--- config.mk ---
export PLATFORM = sky130hd
export DESIGN_NAME = dsuf_ctrl
export DESIGN_NICKNAME = d
export VERILOG_FILES = /design/src/rtl/dsuf_pkg.sv /design/src/rtl/dsuf_ctrl.sv
export SDC_FILE = /design/constraint.sdc
export NUM_CORES = 1
export LEC_CHECK = 0
export BUFFER_PORTS_ARGS = -buffer_cell sky130_fd_sc_hd__buf_2
export CORE_ASPECT_RATIO = 1.25
export CORE_MARGIN = 2
export CORE_UTILIZATION = 61
export CTS_CLUSTER_DIAMETER = 40
export DETAILED_ROUTE_END_ITERATION = 7
export PLACE_DENSITY = 0.92
export SLEW_MARGIN = 20
export SYNTH_ARGS = -nofsm -noshare
export SYNTH_HDL_FRONTEND = slang
export SYNTH_SLANG_ARGS = --single-unit
--- constraint.sdc ---
create_clock -name clock -period 9.6 [get_ports clock]
set_input_delay 1.92 -clock clock [delete_from_list [all_inputs] [get_ports clock]]
set_output_delay 1.92 -clock clock [all_outputs]
set_load 0.005 [all_outputs]
--- src/rtl/dsuf_pkg.sv ---
`default_nettype none

package dsuf_pkg;

   localparam int ELEM_W           = 11;
   localparam int OP_W             = 2;
   localparam int RANK_W           = 4;
   localparam int MAX_ELEMENTS_DEF = 1024;

   localparam logic [ELEM_W-1:0] SET_SIZE_RESET = ELEM_W'(1024);
   localparam logic [RANK_W-1:0] RANK_MAX       = '1;

   typedef enum logic [OP_W-1:0] {
      OP_UNION    = 2'd0,
      OP_COMPRESS = 2'd1,
      OP_PEEK     = 2'd2,
      OP_SPARE    = 2'd3
   } op_type;

   typedef struct packed {
      logic rd_en;
      logic wr_en;
   } tbl_ctl_type;

endpackage

`default_nettype wire

--- src/rtl/dsuf_ctrl.sv ---
`default_nettype none

module dsuf_ctrl
   import dsuf_pkg::*;
#(
   parameter int MAX_ELEMENTS = MAX_ELEMENTS_DEF
) (
   input  wire logic                                                    clock,
   input  wire logic                                                    reset,
   input  wire logic                                                    start,
   output logic                                                         busy,
   input  wire logic [OP_W-1:0]                                         req_opcode,
   input  wire logic [ELEM_W-1:0]                                       req_elem_a,
   input  wire logic [ELEM_W-1:0]                                       req_elem_b,
   input  wire logic [(($clog2(MAX_ELEMENTS+1) > ELEM_W) ?
                       $clog2(MAX_ELEMENTS+1) : ELEM_W)-1:0]            eff_size,
   input  wire logic                                                    clearing,
   output tbl_ctl_type                                                  tbl_ctl,
   output logic      [$clog2(MAX_ELEMENTS+1)-1:0]                       rd_addr,
   output logic      [$clog2(MAX_ELEMENTS+1)-1:0]                       wr_addr,
   output logic      [RANK_W+$clog2(MAX_ELEMENTS+1)-1:0]                wr_data,
   input  wire logic [RANK_W+$clog2(MAX_ELEMENTS+1)-1:0]                rd_data,
   output logic                                                         rsp_valid,
   output logic      [ELEM_W-1:0]                                       rsp_root,
   output logic                                                         rsp_merged,
   output logic                                                         rsp_status
);

   localparam int IDXW  = $clog2(MAX_ELEMENTS + 1);
   localparam int EW    = RANK_W + IDXW;
   localparam int CMP_W = (IDXW > ELEM_W) ? IDXW : ELEM_W;

   typedef enum logic [4:0] {
      ST_IDLE = 5'b00001,
      ST_WALK = 5'b00010,
      ST_COMP = 5'b00100,
      ST_LINK = 5'b01000,
      ST_BUMP = 5'b10000
   } state_type;

   state_type       state_ff, state_in;
   op_type          op_ff, op_in;
   logic [IDXW-1:0] a_ff, a_in, b_ff, b_in, cur_ff, cur_in;
   logic [IDXW-1:0] ra_ff, ra_in, rb_ff, rb_in;
   logic [RANK_W-1:0] rka_ff, rka_in, rkb_ff, rkb_in;
   logic            phase_ff, phase_in;
   logic            rsp_valid_ff, rsp_valid_in;
   logic [ELEM_W-1:0] rsp_root_ff, rsp_root_in;
   logic            rsp_merged_ff, rsp_merged_in;
   logic            rsp_status_ff, rsp_status_in;

   logic [IDXW-1:0]   par;
   logic [RANK_W-1:0] rk;
   logic [IDXW-1:0]   path_start;
   logic [IDXW-1:0]   comp_root;
   logic              advance;
   logic [IDXW-1:0]   adv_root;
   logic              a_ok, b_ok;
   op_type            req_op;

   assign par        = rd_data[IDXW-1:0];
   assign rk         = rd_data[EW-1:IDXW];
   assign path_start = phase_ff ? b_ff : a_ff;
   assign comp_root  = phase_ff ? rb_ff : ra_ff;
   assign req_op     = op_type'(req_opcode);
   assign a_ok = (req_elem_a != '0) && (CMP_W'(req_elem_a) <= eff_size);
   assign b_ok = (req_elem_b != '0) && (CMP_W'(req_elem_b) <= eff_size);

   assign busy       = (state_ff != ST_IDLE) || clearing;
   assign rsp_valid  = rsp_valid_ff;
   assign rsp_root   = rsp_root_ff;
   assign rsp_merged = rsp_merged_ff;
   assign rsp_status = rsp_status_ff;

   always_comb begin
      state_in      = state_ff;
      op_in         = op_ff;
      a_in          = a_ff;
      b_in          = b_ff;
      cur_in        = cur_ff;
      ra_in         = ra_ff;
      rb_in         = rb_ff;
      rka_in        = rka_ff;
      rkb_in        = rkb_ff;
      phase_in      = phase_ff;
      rsp_valid_in  = 1'b0;
      rsp_root_in   = rsp_root_ff;
      rsp_merged_in = rsp_merged_ff;
      rsp_status_in = rsp_status_ff;
      tbl_ctl       = '0;
      rd_addr       = cur_ff;
      wr_addr       = cur_ff;
      wr_data       = '0;
      advance       = 1'b0;
      adv_root      = cur_ff;

      unique case (state_ff)
         ST_IDLE: begin
            if (start && !clearing) begin
               if (!a_ok || (req_op == OP_UNION && !b_ok)) begin
                  rsp_valid_in  = 1'b1;
                  rsp_root_in   = '0;
                  rsp_merged_in = 1'b0;
                  rsp_status_in = 1'b1;
               end else begin
                  op_in         = req_op;
                  a_in          = IDXW'(req_elem_a);
                  b_in          = IDXW'(req_elem_b);
                  cur_in        = IDXW'(req_elem_a);
                  phase_in      = 1'b0;
                  tbl_ctl.rd_en = 1'b1;
                  rd_addr       = IDXW'(req_elem_a);
                  state_in      = ST_WALK;
               end
            end
         end

         ST_WALK: begin
            if (par == cur_ff) begin
               if (phase_ff) begin
                  rb_in  = cur_ff;
                  rkb_in = rk;
               end else begin
                  ra_in  = cur_ff;
                  rka_in = rk;
               end
               if (op_ff != OP_UNION && op_ff != OP_COMPRESS) begin
                  rsp_valid_in  = 1'b1;
                  rsp_root_in   = ELEM_W'(cur_ff);
                  rsp_merged_in = 1'b0;
                  rsp_status_in = 1'b0;
                  state_in      = ST_IDLE;
               end else if (path_start == cur_ff) begin
                  advance  = 1'b1;
                  adv_root = cur_ff;
               end else begin
                  tbl_ctl.rd_en = 1'b1;
                  rd_addr       = path_start;
                  cur_in        = path_start;
                  state_in      = ST_COMP;
               end
            end else begin
               tbl_ctl.rd_en = 1'b1;
               rd_addr       = par;
               cur_in        = par;
            end
         end

         // second pass: point each node of the path at the root
         ST_COMP: begin
            tbl_ctl.wr_en = 1'b1;
            wr_addr       = cur_ff;
            wr_data       = {rk, comp_root};
            if (par == comp_root) begin
               advance  = 1'b1;
               adv_root = comp_root;
            end else begin
               tbl_ctl.rd_en = 1'b1;
               rd_addr       = par;
               cur_in        = par;
            end
         end

         ST_LINK: begin
            rsp_status_in = 1'b0;
            if (ra_ff == rb_ff) begin
               rsp_valid_in  = 1'b1;
               rsp_root_in   = ELEM_W'(ra_ff);
               rsp_merged_in = 1'b0;
               state_in      = ST_IDLE;
            end else if (rka_ff > rkb_ff) begin
               tbl_ctl.wr_en = 1'b1;
               wr_addr       = rb_ff;
               wr_data       = {rkb_ff, ra_ff};
               rsp_valid_in  = 1'b1;
               rsp_root_in   = ELEM_W'(ra_ff);
               rsp_merged_in = 1'b1;
               state_in      = ST_IDLE;
            end else if (rka_ff < rkb_ff) begin
               tbl_ctl.wr_en = 1'b1;
               wr_addr       = ra_ff;
               wr_data       = {rka_ff, rb_ff};
               rsp_valid_in  = 1'b1;
               rsp_root_in   = ELEM_W'(rb_ff);
               rsp_merged_in = 1'b1;
               state_in      = ST_IDLE;
            end else begin
               tbl_ctl.wr_en = 1'b1;
               wr_addr       = rb_ff;
               wr_data       = {rkb_ff, ra_ff};
               state_in      = ST_BUMP;
            end
         end

         // equal ranks: the surviving root gains one, saturating
         ST_BUMP: begin
            tbl_ctl.wr_en = 1'b1;
            wr_addr       = ra_ff;
            wr_data       = {(rka_ff == RANK_MAX) ? rka_ff : rka_ff + RANK_W'(1), ra_ff};
            rsp_valid_in  = 1'b1;
            rsp_root_in   = ELEM_W'(ra_ff);
            rsp_merged_in = 1'b1;
            rsp_status_in = 1'b0;
            state_in      = ST_IDLE;
         end

         default: begin
            state_in = ST_IDLE;
         end
      endcase

      if (advance) begin
         if (op_ff == OP_UNION && !phase_ff) begin
            phase_in      = 1'b1;
            cur_in        = b_ff;
            tbl_ctl.rd_en = 1'b1;
            rd_addr       = b_ff;
            state_in      = ST_WALK;
         end else if (op_ff == OP_UNION) begin
            state_in = ST_LINK;
         end else begin
            rsp_valid_in  = 1'b1;
            rsp_root_in   = ELEM_W'(adv_root);
            rsp_merged_in = 1'b0;
            rsp_status_in = 1'b0;
            state_in      = ST_IDLE;
         end
      end
   end

   always_ff @(posedge clock) begin
      if (reset) begin
         state_ff     <= ST_IDLE;
         rsp_valid_ff <= 1'b0;
      end else begin
         state_ff     <= state_in;
         rsp_valid_ff <= rsp_valid_in;
      end
   end

   always_ff @(posedge clock) begin
      op_ff         <= op_in;
      a_ff          <= a_in;
      b_ff          <= b_in;
      cur_ff        <= cur_in;
      ra_ff         <= ra_in;
      rb_ff         <= rb_in;
      rka_ff        <= rka_in;
      rkb_ff        <= rkb_in;
      phase_ff      <= phase_in;
      rsp_root_ff   <= rsp_root_in;
      rsp_merged_ff <= rsp_merged_in;
      rsp_status_ff <= rsp_status_in;
   end

endmodule

`default_nettype wire
Word level (Yosys, flattened, before mapping)
Cells that the tools add are included.
{ "word_totals": {"ff_bits": 85, "input_bits": 54, "out_inout_bits": 54} }
{ "op_classes": {"add_sub_neg": 1, "n_lt_le_gt_ge": 4, "n_eq_ne": 17, "muxes": 96, "n_bitwise": 2, "n_reduce_logical": 23} }
{ "ops": {"columns": ["operator", "n"], "rows": [
  ["$mux 11", 25],
  ["$mux 1", 45],
  ["$mux 15", 3],
  ["$mux 5", 9],
  ["$pmux 15 s3", 1],
  ["$eq 11x11->1", 4],
  ["$pmux 11 s4", 1],
  ["$pmux 11 s3", 1],
  ["$le 11x11->1", 2],
  ["$pmux 11 s2", 1],
  ["$reduce_bool 11->1", 2],
  ["$pmux 5 s4", 1],
  ["$mux 4", 3],
  ["$ne 3x3->1 const B", 3],
  ["$reduce_and 3->1", 3],
  ["$pmux 1 s4", 2],
  ["$logic_and 1x1->1", 6],
  ["$pmux 1 s3", 2],
  ["$eq 5x1->1 const B", 1],
  ["$eq 5x2->1 const B", 1],
  ["$eq 5x3->1 const B", 1],
  ["$eq 5x4->1 const B", 1],
  ["$eq 5x5->1 const B", 1],
  ["$ne 5x1->1 const B", 1],
  ["other kinds (15)", 23]
]} }

Depth between registers and ports, before layout
Gate-level depths: netlist (run 1).
{ "logic_depth": {"ltp_word": 11, "depth_mapped": 13} }

Worst setup path after synthesis (run 1)
OpenSTA, ideal clock, no wires.
{ "synth_path": {"path_kind": "input port to output port", "from": "input eff_size[4] (netlist name)", "to": "output rd_addr[3]", "arrival_ns": 4.740, "setup_slack_ns": 2.940, "stages": 10, "path_buffers": 1, "path_cell_list": "inv_1 > ha_1 > a21oi_1 > o21ai_1 > a2111oi_2 > o221ai_2 > nor3_1 > clkbuf_1 > a221oi_1 > a31oi_1"} }
{ "synth_between": {"elab_chain_cells": 10, "elab_cells_between_ends": 13, "cone_classes": "order compare: 2; mux: 5; reduce/logical: 6"} }
{ "synth_rtl": {"columns": ["item", "line_no", "rtl"], "rows": [
  ["start: declaration", "dsuf_ctrl.sv:16", "$clog2(MAX_ELEMENTS+1) : ELEM_W)-1:0] eff_size,"],
  ["$le 11x11->1", "dsuf_ctrl.sv:67", "assign b_ok = (req_elem_b != '0) && (CMP_W'(req_elem_b) <= eff_size);"],
  ["$logic_and 1x1->1", "dsuf_ctrl.sv:67", null],
  ["$logic_not 1->1", "dsuf_ctrl.sv:100", "if (!a_ok || (req_op == OP_UNION && !b_ok)) begin"],
  ["$logic_and 1x1->1", "dsuf_ctrl.sv:100", null],
  ["$logic_or 1x1->1 (*)", "dsuf_ctrl.sv:100", null],
  ["$mux 11 (*)", "dsuf_ctrl.sv:100", null],
  ["$mux 11 (*)", "dsuf_ctrl.sv:99", "if (start && !clearing) begin"],
  ["$pmux 11 s3 (*)", "dsuf_ctrl.sv:97", "unique case (state_ff)"],
  ["$mux 11", "dsuf_ctrl.sv:213", "if (op_ff == OP_UNION && !phase_ff) begin"],
  ["$mux 11 (*)", "dsuf_ctrl.sv:212", "if (advance) begin"],
  ["end: declaration", "dsuf_ctrl.sv:19", "output logic [$clog2(MAX_ELEMENTS+1)-1:0] rd_addr,"]
]} }
Mark *: on every way between the ends. The rest lies on a longest branch, timed or not.

Final worst setup path (run 1)
{ "layout_path": {"from": "input req_elem_a[8]", "to": "output rd_addr[4]"} }
{ "layout_between": {"elab_chain_cells": 9, "elab_cells_between_ends": 10, "cone_classes": "order compare: 1; mux: 5; reduce/logical: 4"} }
{ "layout_rtl": {"columns": ["item", "line_no", "rtl"], "rows": [
  ["start: declaration", "dsuf_ctrl.sv:13", "input wire logic [ELEM_W-1:0] req_elem_a,"],
  ["$le 11x11->1 / $reduce_bool 11->1 (equally long branches)", "dsuf_ctrl.sv:66", "assign a_ok = (req_elem_a != '0) && (CMP_W'(req_elem_a) <= eff_size);"],
  ["$logic_and 1x1->1 (*)", "dsuf_ctrl.sv:66", null],
  ["$logic_not 1->1 (*)", "dsuf_ctrl.sv:100", null],
  ["$logic_or 1x1->1 (*)", "dsuf_ctrl.sv:100", null],
  ["$mux 11 (*)", "dsuf_ctrl.sv:100", null],
  ["$mux 11 (*)", "dsuf_ctrl.sv:99", null],
  ["$pmux 11 s3 (*)", "dsuf_ctrl.sv:97", null],
  ["$mux 11", "dsuf_ctrl.sv:213", null],
  ["$mux 11 (*)", "dsuf_ctrl.sv:212", null]
]} }
Marked as above.

==> out/results.ini, run 1 <==
[floorplan]
fp.coreArea_sq_um=9076
num_rows=39
die_h_um=111.8
ios=108
fp.dieArea_sq_um=10090
die_width_um=90.23
start_util_pct=62.46

[timing]
slew_viol_final=0
fin_crit_ns=6.791
relSlewSlack_pct=26.46
finalHoldViolations=0
fin_crit_sh_pct=70.74
setup_violations=0
whs_ns=0.5159
rsz0062_at_grt=no
fmax_mhz=147.3
skew_ns=0.007170
worstMarginPinSlew_ns=1.103
setup_tns_ns=0

[detailed_routing]
drc=0
routed_wl_um=17120
vias=5549
wl_met1_um=6053
top_layer=met4
wl_met3_um=1656
drtIter0Drc=712
vias_per_cell=6.859
met2_length_um=8366
ant_nets=0
post_drt_wl_per_cell_um=21.16
dr.pass1.iters=7

[critical_path]
r2r_start=phase_ff$_DFF_P_
crit_fanout=10
cp_data_arrival_time_ns=4.87
worst-setup-path-type=input port to output port
crit_path_start_kind=input port
r2r_cells=7
r2r-end=rsp_root[3]$_DFF_P_
worstSetupEndpointType=output port
r2r_slack_ns=5.76
critPathRequiredTime_ns=7.68

[finish]
multiInputGateArea_sq_um=3108
fill_cells=685
drive_gt1_share_pct=20.99
synthToLayoutAreaGrowth_pct=14.76
nNetsFinal=762
antenna_cells=0
regArea_sq_um=2242

[global_routing]
grt_max_degree=38
first_global_vias=5359
grt_use_total_pct=33.93
grt_pass1_wl_um=27330
gr-total-overflow=0
antenna_found_initial=0

[synth]
synthArstFlopShare_pct=0
synth_top_cell_by_area=edfxtp_1
synth_compound_area_share_pct=21.76
synthAdderAreaFrac_pct=5.959
netlist_instances=598
synth_area_leaders=edfxtp_1 (29%), dfxtp_1 (11%), ha_1 (6.0%)
synth_xor_area_share_pct=6.952
yosys-top-cells-count=nor2_1 (59), edfxtp_1 (54), nand2_1 (37), inv_1 (36), xnor2_1 (34)
synthSimpleGateAreaFrac_pct=14.81
syn_nets=679
avgSynthCellArea_sq_um=9.480
netlist.area_leader.share_pct=28.60
yosysWarnings=0
synth_cell_type_count=59
syn-cell-area_sq_um=5669
synth.mux.area_fraction_pct=4.988
synth_ff_type=edfxtp_1
synth-edff-count=54
synth_seq_cells=85
synth_top_family_by_area=compound AO/OA/AOI/OAI gates
synth_most_common_cell=nor2_1
ys_seq_area_share_pct=39.55

[power]
powerDensity_nw_per_um2=188.5
p_leak_uw=0.002662
finalPower_uw=1226
vdd_ir_drop_max_mv=0.1049

[clock_tree]
clock_path_buffers=2
numCtsBuffers=9
clk_latency_ns=0.35
ctsResizeCount=0
post_cts_buffers=0
postCtsHoldBufs=0
cts.clk_slew.worst_paths_ns=0.06
h-tree-depth=3
clkSinkCount=85
clockRootBuffer=clkbuf_16
cts_tree=built

[worst_hold_path]
hp-class=flip-flop to flip-flop
min_from=rsp_merged$_DFF_P_
hold_path_depth=1
holdPathEnd=rsp_merged$_DFF_P_

[place]
portBuffers=107
gp_congestion=0.9671
post-dp-hpwl_um=12150

[run]
maxCapViolCount=0

[run_status]
outcome=completed

-- power by group --
part / total [uW] / switching (uW) / leakage [uW] / internal [uW]
registers: 524 / 73.9 / 0.000746 / 450
clock network: 321 / 142 / 0.000131 / 179
logic: 382 / 218 / 0.00179 / 164
-- final cells by class --
cell class | count | area share, %
clock buffers | 10 | 3.673
well taps | 123 | 2.365
multi-input cells | 433 | 47.77
flip-flops and latches | 85 | 34.46
repair buffers | 115 | 9.154
inverters | 37 | 2.135
clock inverters | 6 | 0.4423
-- how the worst max path moves through the flow --
| stage | start | endpoint | slack, ns | cells past startpoint |
|---|---|---|---|---|
| finish | req_elem_a[8] | rd_addr[4] | 2.81 | 11 |
| global route | req_elem_b[4] | rd_addr[3] | 2.60 | 11 |
| CTS | req_elem_a[4] | rd_addr[2] | 2.83 | 11 |
| detailed placement | req_elem_a[4] | rd_addr[4] | 2.86 | 11 |
| global placement | req_elem_a[4] | rd_addr[0] | 2.93 | 11 |
| floorplan | eff_size[4] | rd_addr[3] | 2.94 | 10 |
-- layout by cell type (no fill, tap or decap), types with 3 or more instances in the layout --
master	count
a211oi_1	16
a21oi_1	20
a221oi_1	12
a222oi_1	11
a22o_1	22
a22oi_1	3
a31oi_1	24
and2_1	3
and3_1	3
buf_2	107
buf_4	8
clkbuf_16	9
clkinv_1	4
dfxtp_1	31
edfxtp_1	54
ha_1	27
inv_1	36
mux2i_1	23
mux2i_2	3
nand2_1	37
nand2b_1	6
nand3_1	12
nand3b_1	5
nand4_1	14
nor2_1	59
nor3_1	10
nor4_1	5
o21a_1	14
o21ai_0	12
o221ai_1	11
or3_1	3
xnor2_1	34
xor2_1	11
-- layer usage --
metal / track usage, % / vias to the layer above
met5: 0 / -
met4: 19.59 / 0
met3: 6.292 / 111
met2: 57.89 / 438
met1: 40.08 / 2567
li1: - / 2433
-- flip-flops by register name, indices dropped and copies added (netlist names), 2 cells and up --
register,flops
a_ff,11
b_ff,11
cur_ff,11
op_ff,2
ra_ff,11
rb_ff,11
rka_ff,4
rkb_ff,4
rsp_root,11
state_ff,5
-- cell families after synthesis --
kind of cell	Yosys count
XOR/XNOR	45
AO/OA/AOI/OAI	163
AND/OR/NAND/NOR	171
flip-flops	85
adder cells (fa/ha/maj)	27
buffers and inverters	80
multiplexers	27
-- worst max-delay path: stages --
cell	delay (ns)
buf_2	0.13
ha_1	0.31
a211oi_1	0.28
o21bai_1	0.14
a211oi_1	0.32
o221ai_2	0.25
o21a_1	0.29
or4_1	0.74
nand2_1	0.14
a31oi_1	0.13
buf_2	0.21
-- metrics by stage --
stage,cell area [sq um],setup WS [ns],utilization [%],cells
after CTS,6506,2.835,71.68,809
after global placement,6238,2.929,68.73,793
after detailed placement,6238,2.862,68.73,793
after global routing,6506,2.599,71.68,809
after floorplan,5669,2.940,-,598
final,6506,2.809,71.68,809
Note: power is estimated with default switching activity, not from simulation.
==> run 2, diff against run 1 <==
- CORE_UTILIZATION: 61 -> 56
- PLACE_DENSITY: 0.92 -> 0.86
- clock period: 9.6 -> 6.69 ns (I/O delays scaled with it)
==> run 2 against run 1 <==
Global-route usage decreased by 3.8 points. Clock power up 40%. Worst setup slack worse by 1.7 ns. Design area barely moved. Sequential share of layout area is essentially flat. Combinational power up 43%. Sequential power up 43%. Via count shrank 2.8%. Critical endpoint unchanged.
==> out/results.ini, run 2 (synthesized netlist as in run 1, its figures left out) <==
[clock_tree]
cts.clk_slew.worst_paths_ns=0.06
ctsResizeCount=0
clockRootBuffer=clkbuf_16
cts_tree=built
numCtsBuffers=9
postCtsHoldBufs=0
clock_path_buffers=2
h-tree-depth=3
post_cts_buffers=0
clk_latency_ns=0.35
clkSinkCount=85

[power]
powerDensity_nw_per_um2=268.3
p_leak_uw=0.002658
vdd_ir_drop_max_mv=0.1302

[finish]
fin_cells=815
final_area_sq_um=6505
drive_gt1_share_pct=20.99
final_common_cell=buf_2
layout_common_cells=buf_2 (107), nor2_1 (59), edfxtp_1 (54)
synthToLayoutAreaGrowth_pct=14.74
antenna_cells=0
nNetsFinal=762
fill_cells=806

[timing]
slew_viol_final=0
finalHoldViolations=0
setup_tns_ns=0
relSlewSlack_pct=32.30
rsz0062_at_grt=no
setup_violations=0
skew_ns=0.006299
fmax_mhz=179.8
whs_ns=0.5001
fin_crit_sh_pct=83.16
fin_crit_ns=5.563
worstMarginPinSlew_ns=1.015
timing.final.ws_setup_ns=1.127

[critical_path]
crit_fanout=10
cp_slowest_cell=or4_1
worstSetupEndpointType=output port
cp_data_arrival_time_ns=4.23
cpPeakStageDelay_ns=0.74
critPathRequiredTime_ns=5.35
worstPathCellList=buf_2 -> ha_1 -> a41oi_1 -> o21ai_0 -> a211oi_1 -> o221ai_2 -> o21a_1 -> or4_1 -> nand2_1 -> a31oi_1 -> buf_2
crit_path_start_kind=input port
worst-setup-path-type=input port to output port
cpMostUsedCell=buf_2

[detailed_routing]
vias=5391
drtIter0Drc=586
dr.pass1.iters=7
ant_nets=0
routed_wl_um=16460
vias_per_cell=6.615
post_drt_wl_per_cell_um=20.20
drc=0

[floorplan]
num_rows=41
fp.coreArea_sq_um=9952
start_util_pct=56.97
ios=108
fp.dieArea_sq_um=10950
die_h_um=116.5
die_width_um=94.00

[place]
dpl-instance-area_sq_um=6246
place_inst=799
portBuffers=107
gp_congestion=0.9234
post-place-ws_ns=1.172
post-dp-hpwl_um=11970

[global_routing]
grt_use_met2_pct=52.33
first_global_vias=5196
grtUsageMet3_pct=4.645
top_usage_layer=met2
grt_pass1_wl_um=25390
gr-total-overflow=0
antenna_found_initial=0
grt.met1_usage_pct=34.63
grt_max_degree=38
grt_use_total_pct=30.17

[run_status]
outcome=completed

[run]
maxCapViolCount=0

[worst_hold_path]
hp-class=flip-flop to flip-flop

==> run 2: through the flow <==
stage	util, %	total power [uW]
floorplan	-	1067
finish	65.36	1745
global route	65.36	1825
CTS	65.36	1734
detailed placement	62.76	1293
global placement	62.76	1271
==> run 2: worst max-delay path, delay by kind of cell <==
family | cells | cell delay (ns)
simple gates | 2 | 0.88
compound gates | 6 | 1.32
buf+inv | 2 | 0.36
fa+ha+maj | 1 | 0.32
==> run 2: cell type report <==
class                           instances  area (sq um)  share of cell area, %
Tap cell                              129         161.4                  2.481
Clock inverter                          6         30.03                 0.4616
Timing Repair Buffer                  115         595.6                  9.156
Sequential cell                        85          2242                  34.47
Inverter                               37         138.9                  2.135
Multi-Input combinational cell        433          3108                  47.78
Clock buffer                           10         229.0                  3.520
==> run 2: final timing paths <==
| kind | start | endpoint | slack, ns | cells after the start |
|---|---|---|---|---|
| setup / recovery | req_elem_a[4] | rd_addr[4] | 1.13 | 11 |
| hold / removal | rsp_root[9]$_DFF_P_ | rsp_root[9]$_DFF_P_ | 0.50 | 2 |
| setup reg to reg | phase_ff$_DFF_P_ | rsp_root[4]$_DFF_P_ | 3.37 | 7 |
| hold reg to reg | rsp_root[9]$_DFF_P_ | rsp_root[9]$_DFF_P_ | 0.50 | 2 |
==> run 2: power breakdown <==
group	total [uW]	leakage, uW	switching, uW	internal [uW]
combinational	548	0.00179	313	234
sequential	749	0.000746	104	646
clock	448	0.000127	202	247
==> run 2: metal layers <==
metal  vias up  part of all wire [%]
met2       393                    49
met3        73                    10
met1      2491                    35
met4         0                   5.1
li1       2434                     -
met5         -                     0
==> run 3, diff against run 2 <==
- CORE_UTILIZATION: 56 -> 51
- PLACE_DENSITY: 0.86 -> 0.82
- clock period: 6.69 -> 4.9 ns (I/O delays scaled with it)
==> run 3 against run 2 <==
Global-route usage is 1.9 points lower. Utilization down 5.1 points. Clock skew is 0.0026 ns higher. Wire length increased by 2.6%. Non-clock buffer count up 3. Highest routed layer unchanged. Critical path depth stayed put. Sequential power is 38% higher.
==> out/results.ini, run 3 (synthesized netlist as in run 1, its figures left out) <==
[run_status]
outcome=completed

[critical_path]
crit_fanout=10
cp_data_arrival_time_ns=3.61
crit_path_start_kind=input port
worst-setup-path-type=input port to output port
critPathRequiredTime_ns=3.92
worstSetupEndpointType=output port

[detailed_routing]
vias_per_cell=6.513
drc=0
vias=5367
post_drt_wl_per_cell_um=20.49
dr.pass1.iters=8
routed_wl_um=16890
drtIter0Drc=600
ant_nets=0

[global_routing]
grt_max_degree=38
top_usage_layer=met2
grt.met1_usage_pct=33.92
first_global_vias=5228
grt_use_total_pct=28.30
gr-total-overflow=0
grt_use_met2_pct=48.98
grtUsageMet3_pct=4.418
grt_pass1_wl_um=26770
antenna_found_initial=0

[clock_tree]
clk_latency_ns=0.35
numCtsBuffers=9
clkSinkCount=85
h-tree-depth=3
postCtsHoldBufs=0
cts.clk_slew.worst_paths_ns=0.06
clockRootBuffer=clkbuf_16
clock_path_buffers=2
cts_tree=built

[timing]
worstMarginPinSlew_ns=1.140
setup_tns_ns=0
fin_crit_ns=4.587
rsz0062_at_grt=no
fin_crit_sh_pct=93.62
skew_ns=0.008875
setup_violations=0
relSlewSlack_pct=23.97
whs_ns=0.5130
finalHoldViolations=0
slew_viol_final=0
fmax_mhz=218.0

[finish]
drive_gt1_share_pct=22.06
layout_common_cells=buf_2 (107), nor2_1 (59), edfxtp_1 (54)
nNetsFinal=765
antenna_cells=0
post-route-util_pct=60.26
synthToLayoutAreaGrowth_pct=16.66
fin_cells=824
final_common_cell=buf_2

[power]
p_leak_uw=0.002698
finalPower_uw=2477
powerDensity_nw_per_um2=374.6
vdd_ir_drop_max_mv=0.1871

[floorplan]
die_width_um=98.30
ios=108
start_util_pct=51.65
fp.dieArea_sq_um=11980
fp.coreArea_sq_um=10980
num_rows=43
die_h_um=121.9

[place]
gp_congestion=0.9407
post-dp-hpwl_um=12430
place_inst=808
portBuffers=107

[run]
maxCapViolCount=0

[worst_hold_path]
hp-class=flip-flop to flip-flop

==> run 3: changes by cell type in the layout (fill, tap and decap cells not counted), sizes merged <==
cell	previous run	this run
buf	115	118
clkinv	6	2
clkbuf	10	9
clkinvlp	1	2
bufinv	0	1
inv	36	39
==> run 3: critical path, stage by stage <==
cell	delay [ns]
buf_2	0.12
ha_1	0.31
a21oi_1	0.15
o21ai_1	0.12
a2111oi_2	0.42
o221ai_2	0.20
o21a_1	0.24
or4_4	0.63
nand2_1	0.10
a31oi_1	0.13
buf_2	0.21
==> run 3: layout make-up <==
cell class	count	area, sq um
clock buffers	9	225.2
clock inverters	7	80.08
fillers	950	4362
inverters	37	138.9
multi-input cells	433	3115
flip-flops and latches	85	2242
well taps	135	168.9
repair buffers	118	643.1
==> run 3: final timing paths <==
| kind | startpoint | endpoint | slack (ns) | cells after the start |
|---|---|---|---|---|
| setup / recovery | req_elem_b[4] | rd_addr[3] | 0.31 | 11 |
| hold reg to reg | rsp_root[0]$_DFF_P_ | rsp_root[0]$_DFF_P_ | 0.51 | 2 |
| setup reg to reg | phase_ff$_DFF_P_ | rsp_root[10]$_DFF_P_ | 1.46 | 7 |
| hold / removal | rsp_root[0]$_DFF_P_ | rsp_root[0]$_DFF_P_ | 0.51 | 2 |
==> run 3: what timing repair did <==
item / 4_1_cts / 5_1_grt
setup endpoints to repair: 0 / 6
endpoints found under the hold margin: 0 / 0
resized for setup: 0 / 1
setup buffers: 0 / 0
==> run 3: where the power goes <==
group	switching (uW)	internal [uW]	leakage, uW
clock network	304	401	0.000143
registers	147	881	0.000746
logic	414	331	0.00181
==> run 3: layer usage <==
| metal | wire [um] | vias to the layer above |
|---|---|---|
| met1 | 6248 | 2533 |
| met2 | 8470 | 332 |
| met3 | 1478 | 59 |
| met4 | 688 | 0 |
| li1 | - | 2443 |
| met5 | 0 | - |
==> run 3: stage by stage <==
| stage | cell area (sq um) | worst slack [ns] |
|---|---|---|
| floorplan | 5669 | 0.1197 |
| global placement | 6301 | 0.2175 |
| detailed placement | 6301 | 0.1776 |
| CTS | 6606 | 0.1517 |
| global route | 6614 | 0.1383 |
| finish | 6614 | 0.3125 |
